`config.mk`:
```
export PLATFORM = sky130hd
export DESIGN_NAME = vep_queue
export DESIGN_NICKNAME = d
export VERILOG_FILES = /design/src/hw/rtl/vep_pkg.sv /design/src/hw/rtl/vep_queue.sv
export SDC_FILE = /design/constraint.sdc
export NUM_CORES = 1
export LEC_CHECK = 0
export ABC_AREA = 1
export BUFFER_PORTS_ARGS = -buffer_cell sky130_fd_sc_hd__buf_2
export CAP_MARGIN = 10
export CORE_ASPECT_RATIO = 0.7
export CORE_MARGIN = 2
export CORE_UTILIZATION = 45
export CTS_CLUSTER_DIAMETER = 40
export DETAILED_ROUTE_END_ITERATION = 8
export PLACE_DENSITY = 0.84
export SLEW_MARGIN = 20
export SYNTH_ARGS = -nofsm -noshare
export SYNTH_HDL_FRONTEND = slang
export SYNTH_SLANG_ARGS = --single-unit
```
`constraint.sdc`:
```
create_clock -name clk -period 4.5 [get_ports clk]
set_input_delay 0.675 -clock clk [delete_from_list [all_inputs] [get_ports clk]]
set_output_delay 0.675 -clock clk [all_outputs]
set_load 0.005 [all_outputs]
```
`src/hw/rtl/vep_pkg.sv`:
```
// Shared types, constants and register indexes for the volume exclusion block.
// No dependencies.
package vep_pkg;

  localparam int unsigned MaxNeighbours = 256;
  localparam int unsigned CntW = 9;

  localparam logic [23:0] OneQ23 = 24'd8388608;
  localparam logic [24:0] HalfQ23 = 25'd4194304;

  typedef enum logic [1:0] {
    CFG_SMOOTH = 2'd0,
    CFG_COEF_A = 2'd1,
    CFG_COEF_B = 2'd2
  } cfg_idx_t;

  // Atom class as decided by the front end
  typedef enum logic [1:0] {
    CLS_FAR = 2'd0,
    CLS_OVERLAP = 2'd1,
    CLS_BAND = 2'd2
  } cls_t;

  // Classified transaction handed from front to back
  typedef struct packed {
    cls_t cls;
    logic [49:0] d2;
    logic [15:0] radius;
    logic [15:0] id;
    logic last;
  } job_t;

  // Back end state machine
  typedef enum logic [2:0] {
    BK_IDLE,
    BK_SQRT,
    BK_E2,
    BK_BT,
    BK_ET,
    BK_PROD,
    BK_OUT
  } bk_state_t;

endpackage

```
`src/hw/rtl/vep_queue.sv`:
```
// Two-entry queue between front and back ends.
// Uses vep_pkg for the job type.
module vep_queue (
  input  logic clk,
  input  logic rst_n,
  input  logic wr_valid,
  output logic wr_ready,
  input  vep_pkg::job_t wr_data,
  output logic rd_valid,
  input  logic rd_ready,
  output vep_pkg::job_t rd_data
);
  import vep_pkg::*;

  job_t mem_r [2];
  logic wp_r, rp_r;
  logic [1:0] cnt_r;
  logic push, pop;

  assign wr_ready = cnt_r != 2'd2;
  assign rd_valid = cnt_r != 2'd0;
  assign rd_data = mem_r[rp_r];
  assign push = wr_valid && wr_ready;
  assign pop = rd_valid && rd_ready;

  // Advance pointers and count
  always_ff @(posedge clk) begin
    if (!rst_n) begin
      wp_r <= 1'b0;
      rp_r <= 1'b0;
      cnt_r <= '0;
    end else begin
      if (push) wp_r <= !wp_r;
      if (pop) rp_r <= !rp_r;
      cnt_r <= cnt_r + 2'(push) - 2'(pop);
    end
    if (push) mem_r[wp_r] <= wr_data;
  end
endmodule

```
# Word level (Yosys, flattened, before mapping)
# Memories as Yosys holds them, arrays and structs flattened. A register that Yosys moved wholly into a read port is not among the register bits.
# Index checks and enable logic that the tools add are counted.
# classes
addsub	2
mul	0
div_mod_pow	0
n_lt_le_gt_ge	0
n_eq_ne	1
shifts	0
n_mux	4
bitwise	0
n_reduce_logical	5
# op_table
operator	n
1-bit 2-to-1 mux	4
2-bit by 1-bit adder with 2-bit output	1
1-bit logical AND	2
1-bit logical NOT	2
2-bit inequality test (second input constant)	1
2-bit nonzero test	1
2-bit by 1-bit subtractor with 2-bit output	1
# word_totals
register_bits	4
latch_bits	0
mem_bits_rw	170
rom_bits	0
in_bits	89
output_inout_bits	87
word_cells	16
mem_count	1
# mem_list
name	words	word_bits	read_ports	rd_clocked_by_memory_dff	write_ports	line_no	rtl
mem_r	2	85	1	1	1	vep_queue.sv:15	job_t mem_r [2];

# Depth between registers and ports, before layout
# Gate-level depths: netlist of the first run.
# logic_depth
word_depth	4
mapped_depth	11
depth_no_buf	11

# Worst setup path after synthesis of the first run
# OpenSTA, ideal clock, no wires.
# synth_timing
path_type	in2reg
startpoint	input wr_valid
endpoint	memory mem_r[1][0] in the netlist's numbering (enable)
setup_time_ns	0.531
arrival_time_ns	4.390
required_ns	3.969
setup_slack_ns	-0.421
stages	2
path_buffers	0
path_cell_list	nand2_1 > nor2_1
# synth_between
elab_chain_cells	3
# synth_rtl
item	line_no	rtl
start: declaration	vep_queue.sv:6	input logic wr_valid,
1-bit logical AND	vep_queue.sv:23	assign push = wr_valid && wr_ready;
1-bit 2-to-1 mux	vep_queue.sv:37	if (push) mem_r[wp_r] <= wr_data;
1-bit 2-to-1 mux (not written as such)	vep_queue.sv:37	
end: declaration	vep_queue.sv:15	
# No other way between the ends.

==> results of run 1 <==
-- worst register-to-register path: cells and delay by family, from the launching register on --
kind                   cells  cell delay [ns]
buffers and inverters      2             0.60
AND/OR/NAND/NOR            3             0.46
flip-flops                 1             0.36
-- synthesized netlist by cell type (all sizes together) --
library cell  count
a21oi             1
nand2            11
ha                1
xnor2             1
nor2              9
nand3             1
buf               9
mux2             85
dfxtp             5
edfxtp          170
inv               7
-- logic make-up after synthesis --
group                    after synthesis  synth area share [%]
AO/OA/AOI/OAI                          1               0.07845
XOR/XNOR                               1                0.1374
adder cells (fa/ha/maj)                1                0.1963
buffers and inverters                 16                 1.649
flip-flops                           175                 81.66
multiplexers                          85                 15.02
AND/OR/NAND/NOR                       21                 1.256
-- metal layers --
metal,wire [um],track usage (%),vias up
met4,133,5.687,0
li1,-,-,1539
met2,5592,25.00,147
met1,4803,18.99,1639
met3,909,5.903,15
met5,0,0,-
-- area by class of cell --
cell class	instances	area [um^2]
Multi-Input combinational cell	109	1079
Fill cell	1087	5818
Clock inverter	15	145.1
Sequential cell	175	5209
Tap cell	190	237.7
Timing Repair Buffer	180	933.4
Inverter	7	26.28
Clock buffer	17	425.4
-- final timing paths --
| check | start | endpoint | slack, ns |
|---|---|---|---|
| setup reg to reg | cnt_r[0] | mem_r[1][45] | 2.66 |
| setup / recovery | register | rd_data[51] | 1.85 |
| hold reg to reg | rp_r | rp_r | 0.51 |
| hold / removal | wr_data[44] | mem_r[0][44] | 0.45 |
-- registers in the layout, summed over array words and instances, names as in the netlist, named ones only --
register  count
mem_r       170
rp_r          1
wp_r          1
cnt_r         2
-- where the power goes --
part | switching [mW] | internal [mW]
combinational | 0.438 | 0.422
clock | 0.587 | 0.814
sequential | 0.0950 | 2.07
==> summary.txt, run 1 <==
Final layout
  – Synth-to-Final Area Change: 26.38%
  – Non-Filler Instances: 693
  – Final net count: 580
  – Most common cell after layout, fill and taps aside: buf_2
  – Diode count: 0
  – Util after Layout: 58.06%
  – Layout cells sized above 1: 49.30%
  – Commonest cells after routing, fill and taps aside: buf_2, edfxtp_1, mux2_1
  – Cell area after layout: 0.008055 mm^2

Pwr
  – Power density over cell area: 549.2 mW/mm^2
  – Pleak: 3.037 nW
  – Pwr Total: 4.424 mW
  – Peak supply drop: 0.3510 mV

Floorplanning
  – Rows: 36
  – Die area: 0.01515 mm^2
  – Core area: 0.01387 mm^2
  – Die Span Y: 103.6 um
  – Starting Density: 45.94%
  – DIE WIDTH: 146.2 um
  – I/O Pins: 176

Logic synthesis
  – Sequential area share after synthesis: 81.66%
  – Mapped Nets: 390
  – Mapped Cells: 300
  – Cell taking the most area after synthesis: edfxtp_1
  – Top post-synthesis cells by area: edfxtp_1, mux2_1, mux2_2
  – Synth warnings: 0
  – Synthesized area: 0.006374 mm^2
  – FF+latch count, synth: 175
  – Syn avg cell area: 21.25 um^2
  – Netlist cell types: 14
  – Synth top area share: 80.09%

Clocking
  – Max Root-Sink Buffers: 2
  – Clock Latency Late Sink: 0.41 ns
  – Post-CTS resize count: 0
  – Hold buffer count at CTS: 0
  – CTS tree: yes
  – Clock transition at path regs: 0.06 ns
  – Cts bufs inserted: 17
  – H-tree depth: 4
  – Clk root buf: clkbuf_16
  – Sink Count: 175
  – Post-CTS Setup Inserts: 0

GRT
  – Initial antenna violation count: 0
  – First-pass GRT wire length: 17,720 um
  – Vias in the first global route: 3,516
  – Pin count of the biggest net entering global routing: 86
  – Grt ovf: 0
  – Total track usage: 15.42%

Setup path
  – Nature of the critical path endpoint: output port
  – Critical Path RT: 3.83 ns
  – Critical path depth in cells: 3
  – Worst path max stage delay: 0.69 ns
  – Startpoint Class: register
  – CP bufs+invs: 2
  – Worst path slowest cell: dfxtp_4
  – Setup CP Type: register to output port
  – Top delay family on crit path: flip-flops
  – R2R depth: 5
  – CP max FO: 49
  – CP Cell Sequence: buf_16, mux2_1, buf_2
  – Worst path arrival time: 1.97 ns

STA
  – TNS Setup: 0 ns
  – Clock Skew: 0.009304 ns
  – Final period util: 58.86%
  – Max Fclk: 377.6 MHz
  – Actual slew at the worst max-slew pin: 0.6744 ns
  – Setup violations, final: 0
  – Max-slew headroom: 55.04%
  – Fin worst setup slack: 1.851 ns
  – Final hold slack: 0.4508 ns
  – RSZ-0062 raised after global routing: false
  – Hold Violations, Final: 0
  – Max Slew Vio Count: 0
  – Minimum clock period: 2.649 ns

Run
  – Number of max-cap violations: 0

Routing
  – Final WL: 11,440 um
  – Wirelength per Cell: 16.51 um
  – DRT antenna net count: 0
  – Starting DRC count in detailed routing: 149
  – Vias/cell: 4.820
  – DRC: 0
  – Vias: 3,340
  – Count of TritonRoute iterations in the first routing pass: 4

Worst hold path
  – Hold Crit Depth: 1
  – Hold Path Class: primary input to register

Placement
  – # placed instances: 660
  – Port bufs: 175
  – RD Place Congestion: 0.7465
  – Detail Placement HPWL: 7379 um
  – Post-placement cell area: 0.007457 mm^2
  – Place WS: 2.116 ns

Outcome
  – Outcome: finished, final reports clean
Note: power is estimated with default switching activity, not from simulation.
==> run 2, diff against run 1 <==
--- a/config.mk
+++ b/config.mk
@@ -5,7 +5,7 @@
 export SDC_FILE = /design/constraint.sdc
 export NUM_CORES = 1
 export LEC_CHECK = 0
-export ABC_AREA = 1
+export ABC_AREA = 0
 export BUFFER_PORTS_ARGS = -buffer_cell sky130_fd_sc_hd__buf_2
 export CAP_MARGIN = 10
 export CORE_ASPECT_RATIO = 0.7
==> constraint.sdc (replaced) <==
create_clock -name clk -period 2.39 [get_ports clk]
set_input_delay 0.3585 -clock clk [delete_from_list [all_inputs] [get_ports clk]]
set_output_delay 0.3585 -clock clk [all_outputs]
set_load 0.005 [all_outputs]
==> summary.txt, run 2 <==
Outcome
  – Outcome: finished, final reports clean

Floorplanning
  – DIE WIDTH: 148.7 um
  – Starting Density: 46.76%
  – Die area: 0.01565 mm^2
  – Core area: 0.01410 mm^2
  – I/O Pins: 176
  – Die Span Y: 105.3 um
  – Rows: 36

Clocking
  – Clock transition at path regs: 0.06 ns
  – Sink Count: 175
  – Clk root buf: clkbuf_16
  – Hold buffer count at CTS: 0
  – Cts bufs inserted: 17
  – Post-CTS Setup Inserts: 0
  – Clock Latency Late Sink: 0.42 ns
  – Post-CTS resize count: 0
  – Max Root-Sink Buffers: 2
  – CTS tree: yes
  – H-tree depth: 4

Run
  – Number of max-cap violations: 0

Setup path
  – R2r setup slk: 0.55 ns
  – Nature of the critical path endpoint: output port
  – R2R depth: 4
  – Reg2reg end: mem_r[0][0]
  – Worst path arrival time: 1.79 ns
  – Critical Path RT: 2.03 ns
  – FF-to-FF Start: cnt_r[0]
  – CP max FO: 33
  – Setup CP Type: register to output port
  – Startpoint Class: register
  – Crit path to: rd_data[1]

Pwr
  – NetSw: 1.902 mW
  – Pleak: 3.176 nW
  – Seq pwr share: 49.1%
  – Switching Fraction: 24.24%
  – Int Power: 5.944 mW
  – Power density over cell area: 947.2 mW/mm^2
  – Peak supply drop: 0.6544 mV
  – Pwr Total: 7.846 mW
  – Clk pwr share: 30.8%
  – Comb pwr share: 20.1%

Logic synthesis
  – Top post-synthesis cells by area: edfxtp_1, mux2_4, mux2_2
  – Commonest cells post-synth: edfxtp_1, mux2_4, mux2_2
  – Mapped Nets: 384
  – XOR/XNOR Fraction of Synth Area: 0.1329%
  – Largest family of logic cells by synthesized area: multiplexers
  – Mux share of post-synthesis cell area: 17.37%
  – Syn avg cell area: 22.42 um^2
  – Netlist cell types: 26
  – FF+latch count, synth: 175
  – Mapped Cells: 294
  – Cell taking the most area after synthesis: edfxtp_1
  – Synth Area in Compound Gates: 0.6643%
  – Post-synth EDFFs: 170
  – Sequential area share after synthesis: 78.95%
  – Async S/R FF share, synth: 0%
  – Post-synthesis simple-gate area fraction: 1.385%
  – Most used DFF post-synth: edfxtp_1
  – Top-count cell post-synth: edfxtp_1
  – Post-Synth Adder-Cell Area: 0.1898%
  – Synth top area share: 77.43%
  – Synth warnings: 0
  – Synthesized area: 0.006593 mm^2

GRT
  – Total track usage: 15.15%
  – Pin count of the biggest net entering global routing: 35
  – Initial antenna violation count: 1
  – Vias in the first global route: 3,551
  – First-pass GRT wire length: 17,610 um
  – Grt ovf: 0

Routing
  – Final WL: 11,580 um
  – Wirelength per Cell: 16.84 um
  – DRC: 0
  – Vias/cell: 4.878
  – Count of TritonRoute iterations in the first routing pass: 4
  – DRT antenna net count: 0
  – Vias: 3,356
  – Starting DRC count in detailed routing: 151

Final layout
  – Final net count: 575
  – Cell area after layout: 0.008283 mm^2
  – Commonest cells after routing, fill and taps aside: buf_2, edfxtp_1, mux2_4
  – Leading registers by flop count: mem_r: 170 flops, cnt_r: 2 flops
  – Max reg flops: 170
  – Most common cell after layout, fill and taps aside: buf_2
  – Layout cells sized above 1: 60.44%
  – Non-Filler Instances: 688
  – Reg with most FFs: mem_r
  – Util after Layout: 58.75%
  – Fillcell total: 1,036
  – Diode count: 0
  – Synth-to-Final Area Change: 25.64%

STA
  – Minimum clock period: 2.152 ns
  – Max-slew headroom: 66.10%
  – Max Slew Vio Count: 0
  – Final period util: 90.04%
  – Final hold slack: 0.1261 ns
  – Max Fclk: 464.7 MHz
  – Setup violations, final: 0
  – TNS Setup: 0 ns
  – RSZ-0062 raised after global routing: false
  – Hold Violations, Final: 0
  – Actual slew at the worst max-slew pin: 0.5074 ns
  – Clock Skew: 0.006987 ns
  – Fin worst setup slack: 0.2379 ns

Placement
  – # placed instances: 656
  – RD Place Congestion: 0.7236
  – Detail Placement HPWL: 7836 um
  – Port bufs: 175
  – Place WS: 0.5341 ns
  – Post-placement cell area: 0.007760 mm^2

Worst hold path
  – Hold Path Class: primary input to register
-- run 2: cell types whose count changed in the layout (fill, tap and decap cells not counted), sizes merged, moves of 2 or more --
| cell | previous run | this run |
|---|---|---|
| nand2 | 11 | 0 |
| o21ai | 0 | 2 |
| bufinv | 2 | 0 |
| and3 | 0 | 2 |
| inv | 9 | 4 |
| nor2 | 9 | 4 |
-- run 2: cell type report --
class,instances,area (um^2),area share (%)
clock buffer,18,429.2,5.181
clock inverter,14,93.84,1.133
inverter,2,11.26,0.1360
multi-input combinational,108,1306,15.77
sequential,175,5209,62.89
tap,190,237.7,2.870
timing repair buffer,181,996.0,12.02
-- run 2: logic make-up after synthesis --
| group | after synthesis |
|---|---|
| DFF | 175 |
| muxes | 85 |
| and+or+nand+nor | 15 |
| buffers and inverters | 11 |
| AOI/OAI and AO/OA | 6 |
| xor gates and xnor gates | 1 |
| adders and majority gates | 1 |
-- run 2: worst max-delay path: stages (launching register included) --
cell     delay, ns
dfxtp_4       0.55
buf_12        0.28
mux2_2        0.38
buf_2         0.13
-- run 2: how the worst min path moves through the flow --
stage                     start            to  slack, ns  cells past startpoint
floorplan            wr_data[0]   mem_r[0][0]       0.46                      0
global placement           rp_r          rp_r       0.49                      2
detailed placement         rp_r      register       0.49                      2
CTS                 wr_data[39]  mem_r[1][39]       0.10                      1
global route        wr_data[12]  mem_r[1][12]       0.10                      1
finish              wr_data[39]  mem_r[1][39]       0.13                      1
-- run 2: power groups by stage --
stage	clock network [mW]	logic, mW	registers [mW]
after floorplan	0	1.03	3.86
after global placement	0	1.56	3.89
after detailed placement	0	1.60	3.92
after CTS	2.48	1.61	3.86
after global routing	2.59	1.71	3.88
final	2.42	1.58	3.85
-- run 2: layer usage --
layer  track usage, %  wire length, um  vias up
met2            24.24             5496      143
met5                0               11        -
met3            5.931             1084       15
met4            6.327              136        2
li1                 -                -     1550
met1            18.48             4854     1646
==> run 3, diff against run 2 <==
--- a/config.mk
+++ b/config.mk
@@ -8,12 +8,14 @@
 export ABC_AREA = 0
 export BUFFER_PORTS_ARGS = -buffer_cell sky130_fd_sc_hd__buf_2
 export CAP_MARGIN = 10
+export CELL_PAD_IN_SITES_DETAIL_PLACEMENT = 1
+export CELL_PAD_IN_SITES_GLOBAL_PLACEMENT = 2
 export CORE_ASPECT_RATIO = 0.7
 export CORE_MARGIN = 2
-export CORE_UTILIZATION = 45
+export CORE_UTILIZATION = 35
 export CTS_CLUSTER_DIAMETER = 40
 export DETAILED_ROUTE_END_ITERATION = 8
-export PLACE_DENSITY = 0.84
+export PLACE_DENSITY = 0.87
 export SLEW_MARGIN = 20
 export SYNTH_ARGS = -nofsm -noshare
 export SYNTH_HDL_FRONTEND = slang
==> summary.txt, run 3 (synthesized netlist as in run 2, its figures left out) <==
Outcome
  – Outcome: finished, final reports clean

Placement
  – RD Place Congestion: 0.7272
  – Port bufs: 175
  – Post-placement cell area: 0.007805 mm^2
  – # placed instances: 702
  – Detail Placement HPWL: 9030 um
  – Place WS: 0.6663 ns

GRT
  – Total track usage: 13.21%
  – Pin count of the biggest net entering global routing: 44
  – Initial antenna violation count: 2
  – First-pass GRT wire length: 19,940 um
  – Vias in the first global route: 3,774
  – Grt ovf: 0

Setup path
  – R2R depth: 3
  – Nature of the critical path endpoint: output port
  – Worst path slowest cell: mux2_2
  – Setup CP Type: register to output port
  – Reg2reg end: mem_r[1][60]
  – R2r setup slk: 0.64 ns
  – CP Cell Sequence: buf_12, mux2_2, buf_2
  – Worst path max stage delay: 0.39 ns
  – Critical Path RT: 2.03 ns
  – Startpoint Class: register
  – Worst path arrival time: 1.62 ns
  – FF-to-FF Start: cnt_r[0]
  – Crit path to: rd_data[0]
  – CP max FO: 43

Final layout
  – Reg with most FFs: mem_r
  – Non-Filler Instances: 736
  – Cell area after layout: 0.008402 mm^2
  – Commonest cells after routing, fill and taps aside: buf_2, edfxtp_1, mux2_4
  – Layout cells sized above 1: 60.64%
  – Leading registers by flop count: mem_r: 170 flops, cnt_r: 2 flops
  – Final net count: 575
  – Most common cell after layout, fill and taps aside: buf_2
  – Synth-to-Final Area Change: 27.44%
  – Register Area: 0.005209 mm^2
  – Multi-input gate area: 0.001306 mm^2
  – Fillcell total: 1,765
  – Max reg flops: 170

Routing
  – Vias/cell: 4.552
  – DRC: 0
  – Final WL: 12,870 um
  – Wirelength per Cell: 17.49 um
  – Count of TritonRoute iterations in the first routing pass: 4
  – Vias: 3,350
  – Starting DRC count in detailed routing: 144
  – DRT antenna net count: 0

Pwr
  – Pleak: 3.205 nW
  – Peak supply drop: 0.4337 mV
  – Power density over cell area: 978.0 mW/mm^2

Clocking
  – Clock transition at path regs: 0.07 ns
  – H-tree depth: 4
  – CTS tree: yes
  – Post-CTS resize count: 0
  – Post-CTS Setup Inserts: 0
  – Hold buffer count at CTS: 0
  – Cts bufs inserted: 17
  – Clk root buf: clkbuf_16
  – Max Root-Sink Buffers: 2
  – Sink Count: 175
  – Clock Latency Late Sink: 0.41 ns

STA
  – Setup violations, final: 0
  – Minimum clock period: 1.974 ns
  – Max-slew headroom: 61.23%
  – Actual slew at the worst max-slew pin: 0.5815 ns
  – Hold Violations, Final: 0
  – TNS Setup: 0 ns
  – Final period util: 82.60%
  – Max Slew Vio Count: 0
  – Final hold slack: 0.1267 ns
  – Clock Skew: 0.007538 ns
  – Max Fclk: 506.5 MHz
  – RSZ-0062 raised after global routing: false
  – Fin worst setup slack: 0.4158 ns

Floorplanning
  – Core area: 0.01821 mm^2
  – DIE WIDTH: 168.0 um
  – Starting Density: 36.20%
  – Die area: 0.01997 mm^2
  – I/O Pins: 176
  – Rows: 41
  – Die Span Y: 118.8 um

Run
  – Number of max-cap violations: 0

Worst hold path
  – Hold Path Class: primary input to register
-- run 3: changes by cell type in the layout (fill, tap and decap cells not counted), sizes merged --
cell    previous run  this run
bufinv             0         3
clkinv             9         6
diode              0         2
-- run 3: per-layer routing --
metal / vias up / part of all wire (%) / wire length (um) / track usage (%)
met5: - / 0 / 0 / 0
met4: 0 / 1.3 / 169 / 4.728
met3: 13 / 7.6 / 980 / 5.184
met2: 134 / 48 / 6119 / 21.38
met1: 1657 / 44 / 5603 / 16.14
li1: 1546 / - / - / -
-- run 3: power by group --
part / total [mW] / switching (mW) / leakage (nW) / internal, mW
sequential: 3.81 / 0.0890 / 1.63 / 3.73
clock: 2.76 / 1.12 / 0.286 / 1.64
combinational: 1.64 / 0.749 / 1.29 / 0.894
total: 8.22 / 1.95 / 3.21 / 6.26
-- run 3: cell type report --
cell class	count	share of cell area (%)
Sequential cell	175	62.00
Multi-Input combinational cell	108	15.55
Timing Repair Buffer	181	11.71
Clock buffer	18	5.108
Tap cell	236	3.515
Clock inverter	14	1.936
Inverter	2	0.1340
Antenna cell	2	0.05957
-- run 3: stage by stage --
stage / util (%) / total power [mW]
after global placement: 42.86 / 5.482
after CTS: 46.11 / 8.334
final: 46.14 / 8.217
after floorplan: - / 4.883
after global routing: 46.11 / 8.570
after detailed placement: 42.86 / 5.556
-- run 3: worst min path at each step --
| stage | startpoint | slack [ns] | depth (start not counted) | to |
|---|---|---|---|---|
| after global routing | wr_data[22] | 0.10 | 1 | mem_r[0][22] |
| final | wr_data[22] | 0.13 | 1 | mem_r[0][22] |
| after detailed placement | rp_r | 0.51 | 2 | register |
| after CTS | wr_data[22] | 0.10 | 1 | mem_r[1][22] |
| after floorplan | wr_data[0] | 0.46 | 0 | mem_r[0][0] |
| after global placement | rp_r | 0.49 | 2 | rp_r |
-- run 3: worst max-delay path: cells and delay by family, from the launching register on --
family / cells / cell delay [ns]
buf+inv: 2 / 0.41
flops: 1 / 0.37
mux: 1 / 0.39
